## src/sv/assert_macros.svh

```systemverilog
// Assertion macros shared by the header rewrite RTL.
`ifndef ASSERT_MACROS_SVH
`define ASSERT_MACROS_SVH

// Clocked check, masked while reset is high.
`define ASSERT_SYNC(label, prop, msg) \
   label: assert property (@(posedge clock) disable iff (reset) prop) else $error(msg);

// Clocked check that also holds during reset.
`define ASSERT_ALWAYS(label, prop, msg) \
   label: assert property (@(posedge clock) prop) else $error(msg);

`endif

```

## src/sv/ahrc_pkg.sv

```systemverilog
// Shared types, constants and byte functions for the header rewriter.
`timescale 1ns / 1ps

package ahrc_pkg;

   localparam int unsigned CsrAddrWidth = 3;
   localparam int unsigned CsrDataWidth = 32;

   localparam logic [CsrAddrWidth-1:0] CsrDhcpEnable = 3'd0;
   localparam logic [CsrAddrWidth-1:0] CsrIpAddress  = 3'd1;
   localparam logic [CsrAddrWidth-1:0] CsrNetMask    = 3'd2;
   localparam logic [CsrAddrWidth-1:0] CsrGateway    = 3'd3;
   localparam logic [CsrAddrWidth-1:0] CsrDns        = 3'd4;

   localparam logic [4:0]  PassLastPos = 5'd3;
   localparam logic [4:0]  FlagPos     = 5'd4;
   localparam logic [4:0]  AddrFirstPos = 5'd5;
   localparam logic [4:0]  DataLastPos = 5'd20;
   localparam logic [4:0]  CrcHighPos  = 5'd21;
   localparam logic [4:0]  LastPos     = 5'd22;
   localparam logic [15:0] CrcPoly     = 16'h1021;

   typedef struct packed {
      logic        dhcp_enable;
      logic [31:0] ip_address;
      logic [31:0] net_mask;
      logic [31:0] gateway_address;
      logic [31:0] dns_address;
   } cfg_type;

   // Bit reverse then invert; it is its own inverse.
   function automatic logic [7:0] flip_byte(input logic [7:0] b);
      logic [7:0] r;
      for (int k = 0; k < 8; k++) begin
         r[7-k] = b[k];
      end
      return ~r;
   endfunction

   // CRC-16/XMODEM update over one byte, MSB first.
   function automatic logic [15:0] crc16_byte(input logic [15:0] crc, input logic [7:0] b);
      logic [15:0] c;
      c = crc ^ {b, 8'h00};
      for (int k = 0; k < 8; k++) begin
         c = c[15] ? ({c[14:0], 1'b0} ^ CrcPoly) : {c[14:0], 1'b0};
      end
      return c;
   endfunction

endpackage

```

## src/sv/auth_header_rewrite_crc16.sv

```systemverilog
// Top level of the authentication header rewriter with CRC-16/XMODEM.
//
//  channel  dir  handshake          payload
//  req      in   tvalid / tready    tdata = in_byte, tuser = first
//  rsp      out  tvalid / tready    tdata = out_byte, tlast = last_byte
//  csr      in   we (no wait)       addr = register index, wdata = value
//
// One item per cycle while rsp is not stalled; each item passes from req to rsp through
// the input register, then the rewrite and CRC update into the result register.
// The CRC byte update is a fixed XOR network in that one stage.
// Reset is synchronous and clears position, CRC, configuration registers and both valid flags.
// A stalled rsp holds the result; req keeps taking items until the input register is full.
`timescale 1ns / 1ps
`include "assert_macros.svh"

module auth_header_rewrite_crc16 (
   input  logic                              clock,
   input  logic                              reset,
   input  logic                              req_tvalid,
   output logic                              req_tready,
   input  logic [7:0]                        req_tdata,   // [7:0] in_byte
   input  logic                              req_tuser,   // [0] first
   output logic                              rsp_tvalid,
   input  logic                              rsp_tready,
   output logic [7:0]                        rsp_tdata,   // [7:0] out_byte
   output logic                              rsp_tlast,
   input  logic                              csr_we,
   input  logic [ahrc_pkg::CsrAddrWidth-1:0] csr_addr,
   input  logic [ahrc_pkg::CsrDataWidth-1:0] csr_wdata
);

   ahrc_pkg::cfg_type cfg;

   logic       in_valid_ff, in_valid_in;
   logic [7:0] in_byte_ff, in_byte_in;
   logic       in_first_ff, in_first_in;
   logic       out_valid_ff, out_valid_in;
   logic [7:0] out_byte_ff, out_byte_in;
   logic       out_last_ff, out_last_in;

   logic       advance;
   logic [7:0] core_byte;
   logic       core_last;

   ahrc_csr u_csr (
      .clock     (clock),
      .reset     (reset),
      .csr_we    (csr_we),
      .csr_addr  (csr_addr),
      .csr_wdata (csr_wdata),
      .cfg       (cfg)
   );

   ahrc_core u_core (
      .clock     (clock),
      .reset     (reset),
      .cfg       (cfg),
      .fire      (advance),
      .in_byte   (in_byte_ff),
      .first     (in_first_ff),
      .out_byte  (core_byte),
      .last_byte (core_last)
   );

   always_comb begin
      advance    = in_valid_ff && (!out_valid_ff || rsp_tready);
      req_tready = !in_valid_ff || advance;

      in_valid_in = in_valid_ff;
      in_byte_in  = in_byte_ff;
      in_first_in = in_first_ff;
      if (req_tvalid && req_tready) begin
         in_valid_in = 1'b1;
         in_byte_in  = req_tdata;
         in_first_in = req_tuser;
      end else if (advance) begin
         in_valid_in = 1'b0;
      end

      out_valid_in = out_valid_ff;
      out_byte_in  = out_byte_ff;
      out_last_in  = out_last_ff;
      if (advance) begin
         out_valid_in = 1'b1;
         out_byte_in  = core_byte;
         out_last_in  = core_last;
      end else if (rsp_tready) begin
         out_valid_in = 1'b0;
      end
   end

   always_ff @(posedge clock) begin
      if (reset) begin
         in_valid_ff  <= 1'b0;
         out_valid_ff <= 1'b0;
      end else begin
         in_valid_ff  <= in_valid_in;
         out_valid_ff <= out_valid_in;
      end
      in_byte_ff  <= in_byte_in;
      in_first_ff <= in_first_in;
      out_byte_ff <= out_byte_in;
      out_last_ff <= out_last_in;
   end

   assign rsp_tvalid = out_valid_ff;
   assign rsp_tdata  = out_byte_ff;
   assign rsp_tlast  = out_last_ff;

   `ASSERT_SYNC(a_full_blocks, in_valid_ff && out_valid_ff && !rsp_tready |-> !req_tready,
                "item taken while pipeline is full")
   `ASSERT_SYNC(a_out_source, $rose(out_valid_ff) |-> $past(in_valid_ff),
                "result without a buffered item")
   `ASSERT_SYNC(a_rsp_hold, rsp_tvalid && !rsp_tready |=> rsp_tvalid && $stable(rsp_tdata) && $stable(rsp_tlast),
                "stalled result changed")

endmodule

```

## src/sv/ahrc_csr.sv

```systemverilog
// Configuration registers for the header rewriter.
`timescale 1ns / 1ps

module ahrc_csr (
   input  logic                                clock,
   input  logic                                reset,
   input  logic                                csr_we,
   input  logic [ahrc_pkg::CsrAddrWidth-1:0]   csr_addr,
   input  logic [ahrc_pkg::CsrDataWidth-1:0]   csr_wdata,
   output ahrc_pkg::cfg_type                   cfg
);

   ahrc_pkg::cfg_type cfg_ff, cfg_in;

   always_comb begin
      cfg_in = cfg_ff;
      if (csr_we) begin
         case (csr_addr)
            ahrc_pkg::CsrDhcpEnable: cfg_in.dhcp_enable     = csr_wdata[0];
            ahrc_pkg::CsrIpAddress:  cfg_in.ip_address      = csr_wdata;
            ahrc_pkg::CsrNetMask:    cfg_in.net_mask        = csr_wdata;
            ahrc_pkg::CsrGateway:    cfg_in.gateway_address = csr_wdata;
            ahrc_pkg::CsrDns:        cfg_in.dns_address     = csr_wdata;
            default: ;
         endcase
      end
   end

   always_ff @(posedge clock) begin
      if (reset) begin
         cfg_ff <= '0;
      end else begin
         cfg_ff <= cfg_in;
      end
   end

   assign cfg = cfg_ff;

endmodule

```

## src/sv/ahrc_core.sv

```systemverilog
// Header position and CRC state, and the per-byte rewrite logic.
`timescale 1ns / 1ps
`include "assert_macros.svh"

module ahrc_core (
   input  logic              clock,
   input  logic              reset,
   input  ahrc_pkg::cfg_type cfg,
   input  logic              fire,
   input  logic [7:0]        in_byte,
   input  logic              first,
   output logic [7:0]        out_byte,
   output logic              last_byte
);

   logic [4:0]  position_ff, position_in;
   logic [15:0] crc_ff, crc_in;

   logic        restart;
   logic [4:0]  pos_cur;
   logic [15:0] crc_cur;
   logic [3:0]  addr_idx;
   logic [31:0] addr_word;
   logic [7:0]  addr_byte;
   logic [7:0]  plain;

   always_comb begin
      restart  = first || (position_ff > ahrc_pkg::LastPos);
      pos_cur  = restart ? 5'd0 : position_ff;
      crc_cur  = restart ? 16'd0 : crc_ff;
      addr_idx = 4'(pos_cur - ahrc_pkg::AddrFirstPos);

      case (addr_idx[3:2])
         2'd0:    addr_word = cfg.ip_address;
         2'd1:    addr_word = cfg.net_mask;
         2'd2:    addr_word = cfg.gateway_address;
         default: addr_word = cfg.dns_address;
      endcase
      // most significant byte goes first
      case (addr_idx[1:0])
         2'd0:    addr_byte = addr_word[31:24];
         2'd1:    addr_byte = addr_word[23:16];
         2'd2:    addr_byte = addr_word[15:8];
         default: addr_byte = addr_word[7:0];
      endcase

      if (pos_cur <= ahrc_pkg::PassLastPos) begin
         plain = ahrc_pkg::flip_byte(in_byte);
      end else if (pos_cur == ahrc_pkg::FlagPos) begin
         plain = {7'd0, cfg.dhcp_enable};
      end else if (pos_cur <= ahrc_pkg::DataLastPos) begin
         plain = addr_byte;
      end else if (pos_cur == ahrc_pkg::CrcHighPos) begin
         plain = crc_cur[15:8];
      end else begin
         plain = crc_cur[7:0];
      end

      out_byte  = ahrc_pkg::flip_byte(plain);
      last_byte = (pos_cur == ahrc_pkg::LastPos);

      position_in = position_ff;
      crc_in      = crc_ff;
      if (fire) begin
         position_in = last_byte ? 5'd0 : pos_cur + 5'd1;
         crc_in      = (pos_cur <= ahrc_pkg::DataLastPos) ?
                       ahrc_pkg::crc16_byte(crc_cur, plain) : crc_cur;
      end
   end

   always_ff @(posedge clock) begin
      if (reset) begin
         position_ff <= '0;
         crc_ff      <= '0;
      end else begin
         position_ff <= position_in;
         crc_ff      <= crc_in;
      end
   end

   `ASSERT_SYNC(a_pos_range, position_ff <= ahrc_pkg::LastPos, "position out of range")
   `ASSERT_SYNC(a_wrap, fire && last_byte |=> position_ff == 5'd0, "no wrap after last byte")
   `ASSERT_SYNC(a_crc_hold, fire && (pos_cur > ahrc_pkg::DataLastPos) |=> $stable(crc_ff),
                "crc changed while sending crc bytes")

endmodule

```

## config.mk

```make
export PLATFORM = sky130hd
export DESIGN_NAME = auth_header_rewrite_crc16
export DESIGN_NICKNAME = d
export VERILOG_FILES = /design/src/sv/ahrc_pkg.sv /design/src/sv/auth_header_rewrite_crc16.sv /design/src/sv/ahrc_csr.sv /design/src/sv/ahrc_core.sv
export VERILOG_INCLUDE_DIRS = /design/src /design/src/sv
export SDC_FILE = /design/constraint.sdc
export NUM_CORES = 1
export LEC_CHECK = 0
export BUFFER_PORTS_ARGS = -buffer_cell sky130_fd_sc_hd__buf_2
export CAP_MARGIN = 20
export CELL_PAD_IN_SITES_DETAIL_PLACEMENT = 1
export CELL_PAD_IN_SITES_GLOBAL_PLACEMENT = 2
export CORE_MARGIN = 8
export CORE_UTILIZATION = 38
export DETAILED_ROUTE_END_ITERATION = 7
export GPL_ROUTABILITY_DRIVEN = 0
export PLACE_DENSITY = 0.82
export SKIP_CTS_REPAIR_TIMING = 1
export SLEW_MARGIN = 20
export SYNTH_ARGS = -nofsm -noshare
export SYNTH_HDL_FRONTEND = slang
export SYNTH_SLANG_ARGS = --single-unit
```

## constraint.sdc

```tcl
create_clock -name clock -period 5.5 [get_ports clock]
set_clock_uncertainty 0.05 [all_clocks]
set_input_delay 0.275 -clock clock [delete_from_list [all_inputs] [get_ports clock]]
set_output_delay 0.275 -clock clock [all_outputs]
set_load 0.02 [all_outputs]
```

======== Yosys cells after proc, flatten, opt, wreduce, memory -nomap -nowiden ========
Cells that the tools add are included.
word-level totals
  register bits after elaboration ......... 170
  bits in latches ......................... 0
  bits in writable memories ............... 0
  memory bits (read-only) ................. 0
  input port bits ......................... 49
  memories kept ........................... 0
operators by class
  $add $sub $neg .......................... 2
  $mul .................................... 0
  div/mod/pow operators ................... 0
  order comparisons ....................... 3
  equal/unequal tests ..................... 11
  shift-type cells ........................ 0
  muxes and demuxes ....................... 22
  bitwise operators ....................... 11
  reductions and logical operators ........ 17
operators with widths
  cell                 number
  $mux 13              8
  $pmux 32 s3          1
  $mux 16              2
  $mux 8               4
  $not 3->3            8
  $pmux 8 s3           1
  $not 8->8            2
  $xor 16x16->16       1
  $eq 5x5->1 const B   2
  $mux 5               2
  $reduce_and 2->1     5
  $eq 3x2->1 const B   2
  $add 5x1->5 const B  1
  $eq 5x3->1 const B   1
  $gt 5x5->1 const B   1
  $le 5x2->1 const B   1
  $le 5x5->1 const B   1
  $eq 2x1->1 const B   2
  $eq 2x2->1 const B   2
  $logic_not 2->1      2
  $mux 1               4
  $reduce_bool 2->1    2
  $sub 4x3->4 const B  1
  $eq 3x1->1 const B   1
  other kinds (5)      9

======== Depth between registers and ports, before layout ========
  depth after elaboration ................. 28
  gate-level depth with buffers ........... 13
  depth with buffers taken out ............ 10

======== Cells and area by module ========
From an unflattened synthesis, not the netlist that was laid out.
second synthesis, totals
  cells, all modules ...................... 939
  area, all modules ....................... 9106.2 um^2
by module, submodules not included
  module                     instances  cells an instance  area an instance (um^2)
  ahrc_csr                   1          459                5147.4
  ahrc_core                  1          452                3314.4
  auth_header_rewrite_crc16  1          28                 644.4

======== Worst setup path after synthesis ========
OpenSTA, ideal clock, no wires.
  kind .................................... register to register
  start point ............................. register in_first_ff
  end point ............................... register u_core.crc_ff[14]
  setup time .............................. 0.132 ns
  arrival ................................. 2.871 ns
  data required time ...................... 5.318 ns
  slack ................................... 2.447 ns
  cell stages (with the launch flop) ...... 13
  clock period less this slack ............ 3.053 ns
  cell sequence ........................... edfxtp_1 > buf_2 > a21oi_1 > nand2_1 > or2_1 > buf_6 > a221o_1 > a2111o_1 > a21o_1 > xnor2_2 > xnor2_1 > and4_4 > nor4_2
between the ends
  word-level cells in the longest chain between the ends .. 15
ends and longest elaborated chain
  what                                RTL line                          text
  start: declaration                  auth_header_rewrite_crc16.sv:36   logic in_first_ff, in_first_in;
  start signal: assignment            auth_header_rewrite_crc16.sv:101  in_first_ff <= in_first_in;
  $logic_or 1x1->1 (*)                ahrc_core.sv:28                   restart = first || (position_ff > ahrc_pkg::LastPos);
  $mux 5                              ahrc_core.sv:29                   pos_cur = restart ? 5'd0 : position_ff;
  $sub 4x3->4                         ahrc_core.sv:31                   addr_idx = 4'(pos_cur - ahrc_pkg::AddrFirstPos);
  $eq 2x2->1 (tied with other cells)  ahrc_core.sv:33                   case (addr_idx[3:2])
  $pmux 32 s3                         ahrc_core.sv:33
  $pmux 8 s3                          ahrc_core.sv:40                   case (addr_idx[1:0])
  $mux 8                              ahrc_core.sv:51                   end else if (pos_cur <= ahrc_pkg::DataLastPos) begin
  $mux 8                              ahrc_core.sv:49                   end else if (pos_cur == ahrc_pkg::FlagPos) begin
  $mux 8                              ahrc_core.sv:47                   if (pos_cur <= ahrc_pkg::PassLastPos) begin
  $xor 16x16->16                      ahrc_pkg.sv:43                    c = crc ^ {b, 8'h00};
  $mux 13                             ahrc_pkg.sv:45                    c = c[15] ? ({c[14:0], 1'b0} ^ CrcPoly) : {c[14:0], 1'b0};
  $not 3->3 (no line)                 --
  $mux 13 (2 in series)               ahrc_pkg.sv:45
  $mux 16 (*)                         ahrc_core.sv:66                   crc_in = (pos_cur <= ahrc_pkg::DataLastPos) ?
  end signal: assignment              ahrc_core.sv:77                   crc_ff <= crc_in;
  end: declaration                    ahrc_core.sv:17                   logic [15:0] crc_ff, crc_in;
Every way passes the cells marked *; elsewhere a longest branch is shown, timed or not.
A chain may end at the register's enable or synchronous reset.

======== Worst setup path in the final report ========
  start point ............................. register u_core.position_ff[3]
  end point ............................... register u_core.crc_ff[15]
between the ends
  word-level cells in the longest chain between the ends .. 15
ends and longest elaborated chain
  what                                RTL line         text
  start: declaration                  ahrc_core.sv:16  logic [4:0] position_ff, position_in;
  start signal: assignment            ahrc_core.sv:76  position_ff <= position_in;
  $gt 5x5->1                          ahrc_core.sv:28
  $logic_or 1x1->1                    ahrc_core.sv:28
  $mux 5                              ahrc_core.sv:29
  $sub 4x3->4                         ahrc_core.sv:31
  $eq 2x2->1 (tied with other cells)  ahrc_core.sv:33
  $pmux 32 s3                         ahrc_core.sv:33
  $pmux 8 s3                          ahrc_core.sv:40
  $mux 8                              ahrc_core.sv:51
  $mux 8                              ahrc_core.sv:49
  $mux 8                              ahrc_core.sv:47
  $xor 16x16->16                      ahrc_pkg.sv:43
  $not 3->3 (no line)                 --
  $mux 13 (2 in series)               ahrc_pkg.sv:45
  $mux 16 (*)                         ahrc_core.sv:66
Marks and branches as above.

==> reports/results.tsv <==
stage	metric	value	unit
synthesis	synth_seq_cells	170	
die	die_w	161	um
power	power.net_switching	0.745	mW
synthesis	synth_edf_count	18	
clock_network	h-tree-depth	4	
setup_path	r2r_start	u_core.position_ff[3]$_SDFFE_PP0P_	
synthesis	synth-compound-area-share	0.254	
routing	wl_per_cell	21.5	um
setup_path	r2r_setup_slack	1.26	ns
synthesis	yosys.area_share.adder	0	
synthesis	synth_xor_area_frac	0.0262	
die	fp.dieH	161	um
power	pwr-share-clk	0.429	
power	p_sw_frac	0.269	
clock_network	cts_tree	yes	
clock_network	cts_root_buffer	clkbuf_16	
sta	drv_slew	0	
setup_path	cp-end-kind	register	
setup_path	cp_common_cell	mux2i_1	
setup_path	worst_ep_required_time	5.76	ns
die	start_util	0.382	
setup_path	cp_slowest_cell	dfxtp_1	
clock_network	max-clock-path-buffers	2	
setup_path	crit_chain	or4b_1 > a21boi_2 > or2_1 > a22oi_1 > a2111oi_0 > o32ai_1 > or2_0 > mux2i_1 > mux2i_1 > a21oi_1	
sta	min_period	4.24	ns
setup_path	cp.arrival	4.49	ns
routing	finalWirelength	28600	um
synthesis	synth.avg_cell_area	7.77	um^2
sta	max-slew-margin-rel	0.383	
sta	setup_viol	0	
setup_path	cp_num_buf_inv	0	
clock_network	cts_buffers	17	
min_path	min_to	in_first_ff$_DFFE_PP_	
sta	fin_setup_tns	0	ns
sta	fin_crit_sh	0.770	
synthesis	netlist_instances	1022	
sta	fmax	236	MHz
routing	drt-initial-drc-count	475	
job	cap_violations	0	
final_layout	synthToLayoutAreaGrowth	13.9	%
power	intPower	2.03	mW
die	placement_rows	53	
routing	drtPass1Iterations	4	
power	seq_power_share	0.477	
placement	dpl_worst_slack	1.53	ns
routing	viasPerCell	5.61	
sta	worstMarginPinSlew	0.920	ns
die	core-area	20800	um^2
sta	finalHoldViolations	0	
synthesis	synth-async-reset-ratio	0	
routing	route.antenna.remaining_nets	0	
setup_path	crit_path_start_kind	register	
synthesis	synth-simple-area-share	0.220	
synthesis	syn_nets	1071	
setup_path	critPathKind	register to register	
final_layout	drive_gt1_frac	0.130	
sta	worst_slack	1.26	ns
clock_network	clock_latency	0.44	ns
final_layout	nets	1095	
setup_path	rr_worst_depth	10	
power	leakage	3.05	nW
global_route	grt_pass1_vias	7599	
global_route	antenna_found_initial	0	
placement	dp_hpwl	19400	um
synthesis	yosysUniqueCellTypes	72	
synthesis	yosysSeqAreaShare	0.452	
synthesis	yosys_warnings	0	
sta	rsz0062_at_grt	no	
synthesis	synth_top_family_by_area	compound AO/OA/AOI/OAI gates	
min_path	hold_path_depth	1	
synthesis	yosys_most_used_dff	dfxtp_1	
power	power_frac_comb	0.093	
power	ir_drop	0.000180	V
synthesis	synth.cell_area	7940	um^2
global_route	grt_pass1_wl	44700	um
routing	drc_errors	0	
routing	vias	7489	
setup_path	path_max_fanout	19	
placement	portBuffers	59	
global_route	grt_max_degree	82	
setup_path	max_stage_delay	0.76	ns
die	die-area	25800	um^2
run_status	outcome	finished, final reports clean	
die	top_level_ports	60	
global_route	grt_overflow	0	
power	power_density	307	nW/um^2
global_route	grt_use_total	0.219	
setup_path	r2r_end	u_core.crc_ff[15]$_SDFFE_PP0P_	
clock_network	path_clk_slew	0.07	ns
setup_path	cp_top_family	compound AO/OA/AOI/OAI gates	
min_path	min_path_type	input pin to register	
min_path	worstHoldStart	req_tuser	
synthesis	muxShareOfSynthArea	0.00378	
final_layout	insertedDiodeCount	0	
clock_network	cts.sinks	170	
-- cell families after synthesis --
family                 count (synthesis)
AND/OR/NAND/NOR                      400
AO/OA/AOI/OAI                        343
buffers and inverters                 84
XOR/XNOR                              22
multiplexers                           3
flip-flops                           170
-- metal layers --
metal	up-vias	wire, um	share of wire	global-route usage
met4	0	546	0.019	0.0667
met5	-	0	0	0
li1	3604	-	-	-
met1	3723	13300	0.46	0.285
met2	128	14000	0.49	0.370
met3	34	848	0.030	0.0315
-- per-stage QoR --
stage               cell area [um^2]  std cells  hold slack [ns]  power [mW]   util
global route                    9040       1334          0.00841        2.86  0.436
detailed placement              8390       1294            0.395        1.60  0.404
global placement                8390       1294            0.389        1.60  0.404
floorplan                       7940       1022            0.324        1.50      -
CTS                             8960       1326          -0.0442        2.78  0.432
finish                          9040       1334           0.0286        2.77  0.436
-- power by group through the flow --
stage,clock network (mW),logic [mW],registers (mW)
floorplan,0,0.163,1.34
global placement,0,0.251,1.35
detailed placement,0,0.253,1.35
CTS,1.21,0.255,1.32
global route,1.25,0.284,1.33
finish,1.19,0.259,1.32
-- sequential cells by signal, summed over array words and instances (netlist names), 5 cells and up --
name,flops
u_csr.cfg,129
u_core.crc_ff,16
u_core.position_ff,5
in_byte_ff,8
rsp_tdata,8
-- cells in the mapped netlist, types with 5 or more instances --
cell      instances  area (um^2)
and3_1            7         43.8
nand2_1         303         1140
nand4_1           6         37.5
a21oi_1         178          891
a31oi_1          11         68.8
xnor2_1           8         70.1
buf_2            14         70.1
nand3_1          11         55.1
o21ai_0          75          375
xor2_1           12          105
nor2_1           29          109
nor3_1            6         30.0
a221oi_1          7         61.3
a31o_2            9         78.8
a211oi_1          9         67.6
dfxtp_1         152         3040
a22oi_1           8         60.1
edfxtp_1         18          541
o211ai_1          5         37.5
clkbuf_1         60          225
inv_1             5         18.8
a21o_1            6         45.0
-- worst max-delay path by stage --
stage / start / end / slack [ns] / depth (start not counted)
after global placement: u_core.position_ff[3]$_SDFFE_PP0P_ / u_core.crc_ff[15]$_SDFFE_PP0P_ / 1.72 / 11
after CTS: u_core.position_ff[3]$_SDFFE_PP0P_ / u_core.crc_ff[15]$_SDFFE_PP0P_ / 1.27 / 10
after floorplan: in_first_ff$_DFFE_PP_ / u_core.crc_ff[14]$_SDFFE_PP0P_ / 2.45 / 12
after global routing: u_core.position_ff[3]$_SDFFE_PP0P_ / u_core.crc_ff[15]$_SDFFE_PP0P_ / 1.04 / 10
after detailed placement: u_core.position_ff[3]$_SDFFE_PP0P_ / u_core.crc_ff[6]$_SDFFE_PP0P_ / 1.53 / 10
final: u_core.position_ff[3]$_SDFFE_PP0P_ / u_core.crc_ff[15]$_SDFFE_PP0P_ / 1.26 / 10
-- placed cells by master, fill, tap and decap left out, drive strengths merged, types with 8 or more instances in the layout --
master       count
nand2          303
a21oi          178
dfxtp          152
o21ai           79
buf             76
nor2            29
clkbuf          21
edfxtp          18
xor2            13
a31oi           11
nand3           11
a211oi          11
inv             11
a31o             9
xnor2            9
a22oi            8
dlygate4sd3      8
-- layout make-up --
type | instances | area (um^2)
sequential | 170 | 3580
fill | 2547 | 11700
clock buffer | 21 | 493
multi-input combinational | 768 | 4020
inverter | 5 | 18.8
tap | 275 | 344
clock inverter | 11 | 78.8
timing repair buffer | 84 | 505
No activity file was read; power rests on OpenSTA's default activity.
